[config.mk]
export PLATFORM = sky130hd
export DESIGN_NAME = sorted_priority_queue_top
export DESIGN_NICKNAME = d
export VERILOG_FILES = /design/src/rtl/spq_pkg.sv /design/src/rtl/spq_ram.sv /design/src/rtl/sorted_priority_queue_top.sv
export SDC_FILE = /design/constraint.sdc
export NUM_CORES = 2
export LEC_CHECK = 0
export ABC_AREA = 1
export BUFFER_PORTS_ARGS = -buffer_cell sky130_fd_sc_hd__buf_2
export CORE_MARGIN = 3
export CORE_UTILIZATION = 50
export DETAILED_ROUTE_END_ITERATION = 10
export PLACE_DENSITY = 0.74
export SETUP_SLACK_MARGIN = 0.05
export SYNTH_ARGS = -nofsm -noshare
export SYNTH_HDL_FRONTEND = slang
export SYNTH_SLANG_ARGS = --single-unit
[constraint.sdc]
create_clock -name i_clk -period 6.2 [get_ports i_clk]
set_input_delay 0.31 -clock i_clk [delete_from_list [all_inputs] [get_ports i_clk]]
set_output_delay 0.31 -clock i_clk [all_outputs]
set_load 0.005 [all_outputs]
[src/rtl/spq_pkg.sv]
// ============================================================================
// Sorted priority queue package
// Shared types, sizes and codes for the sorted priority queue.
// ============================================================================
package spq_pkg;

    // Number of entries the queue can hold.
    localparam int DEPTH = 16;
    // Stored payload width; payloads are kept to their low bits.
    localparam int PQ_PAY_W = 32;

    localparam int PQ_AW    = $clog2(DEPTH);
    localparam int PQ_CW    = $clog2(DEPTH + 1);
    localparam int KEY_W    = 32;
    localparam int PAY_W    = 32;
    localparam int OCC_W    = 5;
    localparam int STAT_W   = 2;

    // Request codes.
    localparam logic REQ_INSERT  = 1'b0;
    localparam logic REQ_EXTRACT = 1'b1;

    // Status codes.
    localparam logic [STAT_W-1:0] ST_OK    = 2'd0;
    localparam logic [STAT_W-1:0] ST_EMPTY = 2'd1;
    localparam logic [STAT_W-1:0] ST_FULL  = 2'd2;

    typedef struct packed {
        logic                    req_type;
        logic signed [KEY_W-1:0] in_key;
        logic [PAY_W-1:0]        in_payload;
    } t_req;

    typedef struct packed {
        logic [STAT_W-1:0]       status;
        logic signed [KEY_W-1:0] out_key;
        logic [PAY_W-1:0]        out_payload;
        logic [OCC_W-1:0]        occupancy;
    } t_resp;

    typedef struct packed {
        logic signed [KEY_W-1:0] key;
        logic [PQ_PAY_W-1:0]     pay;
    } t_entry;

endpackage

[src/rtl/spq_ram.sv]
// ============================================================================
// Generic simple dual-port RAM
// One write port and one read port with a registered read.
// ============================================================================
module spq_ram #(
    parameter int WIDTH = 8,
    parameter int DEPTH = 16
) (
    input  logic                     i_clk,
    input  logic                     i_we,
    input  logic [$clog2(DEPTH)-1:0] i_waddr,
    input  logic [WIDTH-1:0]         i_wdata,
    input  logic                     i_re,
    input  logic [$clog2(DEPTH)-1:0] i_raddr,
    output logic [WIDTH-1:0]         o_rdata
);

    logic [WIDTH-1:0] r_mem [DEPTH];
    logic [WIDTH-1:0] r_rdata;

    always_ff @(posedge i_clk) begin
        if (i_we) begin
            r_mem[i_waddr] <= i_wdata;
        end
        if (i_re) begin
            r_rdata <= r_mem[i_raddr];
        end
    end

    assign o_rdata = r_rdata;

endmodule

[src/rtl/sorted_priority_queue_top.sv]
// ============================================================================
// Sorted priority queue (maximum first)
// Holds up to DEPTH signed-key entries in descending order in one RAM.
// ============================================================================
// The queue keeps its entries in a circular buffer in a single RAM, head
// entry (largest key) at the head pointer, so an extract only reads the head
// and advances the pointer: the RAM read is issued on the request beat and
// the result is registered from S_EXTR. An insert walks from the tail towards
// the head through one shared signed comparator, moving each entry whose key
// is not greater than the new key one slot back, one entry per cycle since
// the RAM has a single read and a single write port, until it finds a larger
// key or reaches the head. Among equal keys the newest entry therefore sits
// nearest the head. An extract from an empty queue, an insert into a full
// queue and an insert into an empty queue load their result on the request
// beat itself. One request is worked on at a time; the request channel is
// ready again in the cycle after the result is loaded, provided the result
// register is empty or being drained. Every result reports the occupancy
// after the request, and key and payload are zero except on a successful
// extract. The RAM needs no clearing after reset: only slots below the
// occupancy are ever read, and each was written first.
// ============================================================================
module sorted_priority_queue_top (
    input  logic             i_clk,
    input  logic             i_rst_n,
    input  logic             i_in_valid,
    output logic             o_in_ready,
    input  spq_pkg::t_req    i_in_data,
    output logic             o_out_valid,
    input  logic             i_out_ready,
    output spq_pkg::t_resp   o_out_data
);

    import spq_pkg::*;

    // Sequencer states.
    localparam logic [1:0] S_IDLE  = 2'd0;  // waiting for a request beat
    localparam logic [1:0] S_EXTR  = 2'd1;  // head entry being read
    localparam logic [1:0] S_SCAN  = 2'd2;  // walking from the tail
    localparam logic [1:0] S_PLACE = 2'd3;  // new entry goes to the head

    logic [1:0]              r_state, n_state;
    logic [PQ_CW-1:0]        r_count, n_count;
    logic [PQ_AW-1:0]        r_head,  n_head;
    logic [PQ_AW-1:0]        r_idx,   n_idx;
    logic signed [KEY_W-1:0] r_key,   n_key;
    logic [PQ_PAY_W-1:0]     r_pay,   n_pay;
    logic                    r_out_valid, n_out_valid;
    t_resp                   r_out,   n_out;

    logic                    w_we;
    logic [PQ_AW-1:0]        w_waddr;
    t_entry                  w_wdata;
    logic                    w_re;
    logic [PQ_AW-1:0]        w_raddr;
    t_entry                  w_rd;
    logic                    w_in_acc;

    // Offset from the head, wrapped round the buffer.
    function automatic logic [PQ_AW-1:0] slot_addr(input logic [PQ_AW-1:0] base,
                                                   input logic [PQ_AW-1:0] off);
        logic [PQ_AW:0] sum;
        sum = {1'b0, base} + {1'b0, off};
        if (sum >= (PQ_AW + 1)'(DEPTH)) begin
            sum = sum - (PQ_AW + 1)'(DEPTH);
        end
        return sum[PQ_AW-1:0];
    endfunction

    function automatic t_resp make_resp(input logic [STAT_W-1:0] status,
                                        input logic [KEY_W-1:0]  key,
                                        input logic [PAY_W-1:0]  pay,
                                        input logic [PQ_CW-1:0]  occ);
        t_resp r;
        r.status      = status;
        r.out_key     = key;
        r.out_payload = pay;
        r.occupancy   = OCC_W'(occ);
        return r;
    endfunction

    // A new request is only taken when the result register will be free,
    // so a finishing request can always load its result.
    assign o_in_ready = (r_state == S_IDLE) && (!r_out_valid || i_out_ready);
    assign w_in_acc   = i_in_valid && o_in_ready;

    spq_ram #(
        .WIDTH ($bits(t_entry)),
        .DEPTH (DEPTH)
    ) u_ram (
        .i_clk   (i_clk),
        .i_we    (w_we),
        .i_waddr (w_waddr),
        .i_wdata (w_wdata),
        .i_re    (w_re),
        .i_raddr (w_raddr),
        .o_rdata (w_rd)
    );

    always_comb begin
        n_state     = r_state;
        n_count     = r_count;
        n_head      = r_head;
        n_idx       = r_idx;
        n_key       = r_key;
        n_pay       = r_pay;
        n_out_valid = r_out_valid && !i_out_ready;
        n_out       = r_out;
        w_we        = 1'b0;
        w_waddr     = r_head;
        w_wdata     = '{key: r_key, pay: r_pay};
        w_re        = 1'b0;
        w_raddr     = r_head;

        unique case (r_state)
            S_IDLE: begin
                if (w_in_acc) begin
                    n_key = i_in_data.in_key;
                    n_pay = PQ_PAY_W'(i_in_data.in_payload);
                    if (i_in_data.req_type == REQ_EXTRACT) begin
                        if (r_count == '0) begin
                            n_out_valid = 1'b1;
                            n_out       = make_resp(ST_EMPTY, '0, '0, r_count);
                        end else begin
                            w_re    = 1'b1;
                            w_raddr = r_head;
                            n_state = S_EXTR;
                        end
                    end else if (r_count == PQ_CW'(DEPTH)) begin
                        n_out_valid = 1'b1;
                        n_out       = make_resp(ST_FULL, '0, '0, r_count);
                    end else if (r_count == '0) begin
                        // Empty queue: the entry simply becomes the head.
                        w_we        = 1'b1;
                        w_waddr     = r_head;
                        w_wdata     = '{key: i_in_data.in_key,
                                        pay: PQ_PAY_W'(i_in_data.in_payload)};
                        n_count     = PQ_CW'(1);
                        n_out_valid = 1'b1;
                        n_out       = make_resp(ST_OK, '0, '0, PQ_CW'(1));
                    end else begin
                        // Fetch the tail entry and start the walk.
                        w_re    = 1'b1;
                        w_raddr = slot_addr(r_head, PQ_AW'(r_count - PQ_CW'(1)));
                        n_idx   = PQ_AW'(r_count);
                        n_state = S_SCAN;
                    end
                end
            end

            S_EXTR: begin
                n_count     = r_count - PQ_CW'(1);
                n_head      = slot_addr(r_head, PQ_AW'(1));
                n_out_valid = 1'b1;
                n_out       = make_resp(ST_OK, w_rd.key, PAY_W'(w_rd.pay),
                                        r_count - PQ_CW'(1));
                n_state     = S_IDLE;
            end

            S_SCAN: begin
                // w_rd holds the entry just ahead of slot r_idx.
                w_we    = 1'b1;
                w_waddr = slot_addr(r_head, r_idx);
                if (w_rd.key > r_key) begin
                    w_wdata     = '{key: r_key, pay: r_pay};
                    n_count     = r_count + PQ_CW'(1);
                    n_out_valid = 1'b1;
                    n_out       = make_resp(ST_OK, '0, '0, r_count + PQ_CW'(1));
                    n_state     = S_IDLE;
                end else begin
                    w_wdata = w_rd;
                    n_idx   = r_idx - PQ_AW'(1);
                    if (r_idx == PQ_AW'(1)) begin
                        n_state = S_PLACE;
                    end else begin
                        w_re    = 1'b1;
                        w_raddr = slot_addr(r_head, r_idx - PQ_AW'(2));
                    end
                end
            end

            S_PLACE: begin
                w_we        = 1'b1;
                w_waddr     = r_head;
                w_wdata     = '{key: r_key, pay: r_pay};
                n_count     = r_count + PQ_CW'(1);
                n_out_valid = 1'b1;
                n_out       = make_resp(ST_OK, '0, '0, r_count + PQ_CW'(1));
                n_state     = S_IDLE;
            end

            default: begin
                n_state = S_IDLE;
            end
        endcase
    end

    always_ff @(posedge i_clk) begin
        if (!i_rst_n) begin
            r_state     <= S_IDLE;
            r_count     <= '0;
            r_head      <= '0;
            r_idx       <= '0;
            r_out_valid <= 1'b0;
        end else begin
            r_state     <= n_state;
            r_count     <= n_count;
            r_head      <= n_head;
            r_idx       <= n_idx;
            r_out_valid <= n_out_valid;
        end
        r_key <= n_key;
        r_pay <= n_pay;
        r_out <= n_out;
    end

    assign o_out_valid = r_out_valid;
    assign o_out_data  = r_out;

    // ------------------------------------------------------------------------
    // Assertions
    // ------------------------------------------------------------------------
    a_count_bound: assert property (@(posedge i_clk) disable iff (!i_rst_n)
        r_count <= PQ_CW'(DEPTH))
        else $error("occupancy exceeds the queue depth");

    a_busy_out_free: assert property (@(posedge i_clk) disable iff (!i_rst_n)
        (r_state != S_IDLE) |-> !r_out_valid)
        else $error("result register occupied while a request is in progress");

    a_extract_dec: assert property (@(posedge i_clk) disable iff (!i_rst_n)
        (r_state == S_EXTR) |=> (r_count == $past(r_count) - PQ_CW'(1)))
        else $error("extract did not lower the occupancy by one");

    a_scan_idx: assert property (@(posedge i_clk) disable iff (!i_rst_n)
        (r_state == S_SCAN) |-> (r_idx != '0) && (r_count != '0))
        else $error("tail walk reached the head without placing the entry");

    a_fail_zero: assert property (@(posedge i_clk) disable iff (!i_rst_n)
        (o_out_valid && (o_out_data.status != ST_OK)) |->
            (o_out_data.out_key == '0) && (o_out_data.out_payload == '0))
        else $error("failed request carries a non-zero key or payload");

endmodule
# After elaboration in Yosys (flattened, before gate mapping)

Memory sizes are Yosys's and may differ from the RTL's. A register that Yosys moved wholly into a read port is not among the register bits.
Index checks and enable logic that the tools add are counted.

Bits in registers: 151
Latch bits: 0
RAM bits: 1024
ROM bits: 0
Input bits: 69
Memories: 1

Memory list:

| memory      | words | bits a word | rd ports | clocked after Yosys merged registers in | write ports | RTL line      | text |
|---|---|---|---|---|---|---|---|
| u_ram.r_mem | 16    | 64          | 1        | 1                                       | 1           | spq_ram.sv:18 | `logic [WIDTH-1:0] r_mem [DEPTH];` |

$add $sub $neg: 12
$mul: 0
Divide/modulo/power cells: 0
Magnitude comparators: 5
Equal/unequal tests: 16
Shift-type cells: 0
Mux-type cells: 65
Bitwise logic cells: 0
Reduce and logical (&&, ||, !) cells: 16

Operators with widths:

| kind                                              | count |
|---|---|
| two-way mux 71 bit                                | 6 |
| two-way mux 64 bit                                | 5 |
| one-hot mux 71 bit (4 select lines)               | 1 |
| one-hot mux 64 bit (2 select lines)               | 1 |
| two-way mux 4 bit                                 | 16 |
| > comparator 32 bit                               | 1 |
| two-way mux 5 bit                                 | 5 |
| >= comparator 5 bit (second input constant)       | 4 |
| one-hot mux 5 bit (4 select lines)                | 1 |
| subtractor 4 x 1 -> 4 bit (second input constant) | 5 |
| two-way mux 1 bit                                 | 17 |
| one-hot mux 4 bit (2 select lines)                | 2 |
| adder 4 x 4 -> 5 bit                              | 3 |
| two-way mux 2 bit                                 | 7 |
| != test 2 bit (second input constant)             | 6 |
| AND reduction 4 bit                               | 2 |
| != test 3 bit (second input constant)             | 2 |
| one-hot mux 2 bit (3 select lines)                | 1 |
| AND reduction 6 bit                               | 1 |
| adder 4 x 1 -> 5 bit (second input constant)      | 1 |
| adder 5 x 1 -> 5 bit (second input constant)      | 1 |
| == test 5 bit (second input constant)             | 1 |
| logical NOT 5 bit                                 | 1 |
| AND reduction 5 bit                               | 1 |
| 17 further kinds                                  | 23 |

# Logic depth before layout (Yosys ltp)

Word-level depth: 9
Depth in mapped cells: 27

# Hierarchy

From an unflattened synthesis, not the netlist that was laid out.

Cell total of the unflattened synthesis: 5208
Area, all modules: 54813.8 um^2

Modules (own cells, without submodules):

| module                    | instances | cells an instance | area an instance (um^2) | seq. area each (um^2) |
|---|---|---|---|---|
| spq_ram                   | 1         | 4210              | 45926.5                 | 32671.3 |
| sorted_priority_queue_top | 1         | 998               | 8887.3                  | 4374.2 |

# Worst setup path before layout

Ideal clock, no wire load.

Kind: reg-to-reg
From: reg r_state[0]
To: mem u_ram.r_mem[1][0] in the netlist's numbering (enable)
Data arrival time: 5741 ps
Data required time: 5714 ps
Path slack: -28 ps
Cell stages (with the launch flop): 12
Period minus slack after synthesis: 6228 ps
Path through: dfxtp_1 -> buf_2 -> nor2_4 -> inv_2 -> nor2_4 -> nand2_2 -> inv_1 -> nand2_1 -> clkbuf_1 -> nand2_1 -> nand3_1 -> nor2_1

Cells in the longest elaborated chain, start to end: 7
Elaborated cells between the ends (all ways): 11
Classes of those cells: eq/ne (2); mux (5); reduce/logical (4)

Ends and longest elaborated chain:

| item                                    | RTL line                         | text |
|---|---|---|
| start, declared                         | sorted_priority_queue_top.sv:41  | `logic [1:0] r_state, n_state;` |
| start signal, assigned                  | sorted_priority_queue_top.sv:205 | `r_state <= n_state;` |
| logical NOT 2 bit                       | sorted_priority_queue_top.sv:83  | `assign o_in_ready = (r_state == S_IDLE) && (!r_out_valid \|\| i_out_ready);` |
| logical AND 1 bit                       | sorted_priority_queue_top.sv:83  |  |
| via o_in_ready                          | sorted_priority_queue_top.sv:26  | `output logic o_in_ready,` |
| logical AND 1 bit                       | sorted_priority_queue_top.sv:84  | `assign w_in_acc = i_in_valid && o_in_ready;` |
| two-way mux 1 bit                       | sorted_priority_queue_top.sv:116 | `if (w_in_acc) begin` |
| one-hot mux 1 bit (2 select lines)      | sorted_priority_queue_top.sv:114 | `unique case (r_state)` |
| two-way mux 1 bit                       | spq_ram.sv:22                    | `if (i_we) begin` |
| two-way mux 1 bit (implied by the code) | spq_ram.sv:23                    | `r_mem[i_waddr] <= i_wdata;` |
| end, declared                           | spq_ram.sv:18                    |  |

The timed path passes the listed nets, and every way through them passes these cells.

# Worst setup path after layout

From: reg u_ram.r_rdata[47] (netlist: u_ram.o_rdata[47]), read port of u_ram.r_mem
To: mem u_ram.r_mem[6][12] in the netlist's numbering (data pin)

Cells in the longest elaborated chain, start to end: 3

Ends and longest elaborated chain:

| item                                | RTL line                         | text |
|---|---|---|
| start, declared                     | spq_ram.sv:19                    | `logic [WIDTH-1:0] r_rdata;` |
| > comparator 32 bit                 | sorted_priority_queue_top.sv:163 | `if (w_rd.key > r_key) begin` |
| two-way mux 64 bit                  | sorted_priority_queue_top.sv:163 |  |
| one-hot mux 64 bit (2 select lines) | sorted_priority_queue_top.sv:114 |  |
| via u_ram.i_wdata[12]               | spq_ram.sv:12                    | `input logic [WIDTH-1:0] i_wdata,` |

The timed path passes the listed nets, and every way through them passes these cells.

==> run metrics <==
outcome complete, no violations; Most used DFF post-synth edfxtp_1; GR peak layer met2; Detailed Route WL 152200 um; Placer Congestion 0.8552; XOR/XNOR share of the synthesized area 0.1279%; clock latency on the worst-skew pair 0.74 ns; Nets 5266; Final Cell Area 0.06103 mm2; met2 usage 41.98%; asr flop ratio synth 0%; CTS tree built; R2R depth 16; number of flops mapped to enable cells by yosys 1223; post-synthesis compound-gate area fraction 2.728%; Hold Vio Cnt, Final 0; post-layout min period 5.053 ns; Slew HR 13.06%; grt met3 use 5.110%; top cell type by total area after synthesis edfxtp_1; hold wc startpoint i_in_data[64]; Distinct cells, synth 43; Syn Inst Count 5052; Int Pwr 20.50 mW; critical path endpoint category flip-flop; clock slew at reported path FFs 0.06 ns; Slew Limit Fails 0; post-DR wirelength/cell 22.89 um; Seq pwr share 37.1%; worst setup margin 1.147 ns; Commonest cells post-synth 1223 x edfxtp_1, 1173 x nand3_1, 1066 x nand2_1; clock network power share 20.4%; maximum clock path buffer count 3; largest family of logic cells by synthesized area simple AND/OR/NAND/NOR gates; drt pass-1 iters 6; switching power 14.59 mW; Synth Cell Area 0.05480 mm2; final worst-path cycle share 81.51%; Hold Path End o_out_data[69]; pre-CTS setup slack 1.275 ns; total power draw 35.09 mW; TNS Setup 0 ns; Final Util 56.54%; most frequent cell after synthesis edfxtp_1; core area 0.1080 mm2; f_max 197.9 MHz; post-synthesis adder-cell area fraction 1.183%; gr ovfl total 0; Max FO, Critical Path 28; largest net degree at the start of global routing 222; layout cells sized above 1 8.046%; Final Non-Filler Cells 6649; HPWL Detailed 75180 um; endpoints failing setup 0; Tightest Pin Transition 1.304 ns; Worst Setup Start Kind flip-flop; # rows 120; Net Count, Synth 5171; Synth Area in Simple Gates 20.26%; Reg-to-Reg Start u_ram.o_rdata[47]; Worst Hold Class in2reg; Die Wd 337.1 um; Die Footprint 0.1136 mm2; root buf cell clkbuf_16; worst setup path start u_ram.o_rdata[47]; met1 Track Usage GR 36.12%; DIE HEIGHT 337.1 um; R2R Setup Slk 1.15 ns; top post-synthesis cells by area edfxtp_1 67%, nand3_1 11%, nand2_1 7.3%, inv_1 5.0%, buf_2 1.2%; #FFs+latches synth 1239; Power Dens Cells 574.9 mW/mm2; Leak Pwr 24.69 nW; Final Hold Slack 0.1160 ns; I/O Buffers 141; DRT iter0 DRCs 5654; number of remaining DRC errors 0; Vias per Instance 5.826; Post-CTS Resized 0; ANT nets after route 0; synth-to-layout area growth 11.37%; Setup Buffers After CTS 0; first-pass GRT wire length 226100 um; vias in the first global route 37260; Peak VDD IR 0.9404 mV; mux contribution to synthesized area 0%; Net Sw Frac 41.58%; initial antenna violation count 2; clk sinks 1239; maxcap violations 0; Top Ports 142; Post-Place Cells 6362; initial core utilization 50.77%; gr usage total 26.46%; placed inst area 0.05657 mm2; combinational share of power 42.6%; Worst Path Arrival 5.40 ns; RSZ-0062 raised after global routing no; Worst Path Required 6.55 ns; synthesis warning total 0; Seq/Total Area, Yosys 67.60%; area share of the largest cell type after synthesis 67.01%; FF-to-FF End u_ram.r_mem[6][12]; syn avg cell area 10.85 um2; Filler cells 8514; H-Tree Depth 3; Hold Crit Depth 3; CTS Buf Count 120; Final Skew 0.03599 ns; vias 38740; CP Class reg2reg
[metal layers]
layer  vias to the layer above  wire [um]
li1                      17410          -
met5                         -          0
met2                      2435      70360
met1                     18470      58330
met4                         0       5541
met3                       418      17980
[area by class of cell]
cell class              instances  area (um2)  area share (%)
flip-flops and latches       1239       37050           60.70
multi-input cells            2772       13520           22.15
clock buffers                 147        3126           5.121
inverters                     731        2756           4.516
repair buffers                283        2150           3.522
well taps                    1403        1755           2.876
clock inverters                73       676.9           1.109
diodes                          1       2.502        0.004100
[cells in the final DEF (no fill, tap or decap), types with 5 or more instances in the layout]
cell type,n
edfxtp_1,1223
nand3_1,1172
nand2_1,1063
inv_1,724
buf_2,141
nor2_1,132
clkbuf_16,121
o21ai_0,90
dlygate4sd3_1,66
o221ai_1,64
nand3b_1,64
a21oi_1,59
buf_4,59
ha_1,47
clkinv_1,36
clkbuf_1,26
nor2_4,21
buf_12,17
clkinv_2,16
dfxtp_1,16
bufinv_16,11
clkinvlp_4,6
nor3_1,5
[critical path, cell delays in order (launching register included)]
cell and delay, ns:
edfxtp_1 0.39, ha_1 0.31, nand2_1 0.05, inv_1 0.06, nand3_1 0.09, nor3_1 0.47
nand2_1 0.11, nand2_1 0.08, nand2_1 0.07, nand2_1 0.12, nand2_2 0.08, nand3_4 0.09
inv_1 0.07, nor2_1 0.37, clkinv_2 0.72, buf_4 0.56, o221ai_1 0.99
[sequential cells by signal, summed over array words and instances (netlist names)]
signal         flops
o_out_data        71
o_out_valid        1
r_count            5
r_head             4
r_idx              4
r_key             32
r_pay             32
r_state            2
u_ram.o_rdata     64
u_ram.r_mem     1024
[cell families after synthesis]
| kind of cell | after synthesis |
|---|---|
| AOI/OAI and AO/OA | 238 |
| buffers and inverters | 1041 |
| xor gates and xnor gates | 8 |
| adders and majority gates | 50 |
| DFF | 1239 |
| and+or+nand+nor | 2476 |
[worst max path at each step]
stage                               end  slack, ns
floorplan             u_ram.r_mem[1][0]      -0.03
global placement    u_ram.r_mem[11][37]       1.52
detailed placement  u_ram.r_mem[11][12]       1.28
CTS                  u_ram.r_mem[5][12]       1.25
global route          u_ram.r_mem[9][0]       0.92
finish               u_ram.r_mem[6][12]       1.15
[power by group through the flow]
stage	registers [mW]	clock network (mW)	logic (mW)
after CTS	13.0	7.20	14.7
after detailed placement	13.1	0	14.6
after floorplan	13.2	0	10.4
final	13.0	7.14	14.9
after global routing	13.1	7.53	16.4
after global placement	13.1	0	14.3
[repair_timing]
| action | in CTS | in global routing |
|---|---|---|
| endpoints found under the hold margin | 76 | 0 |
| endpoints found under the setup margin | 0 | 0 |
| hold buffers | 66 | 0 |
(Power assumes the default switching activity.)
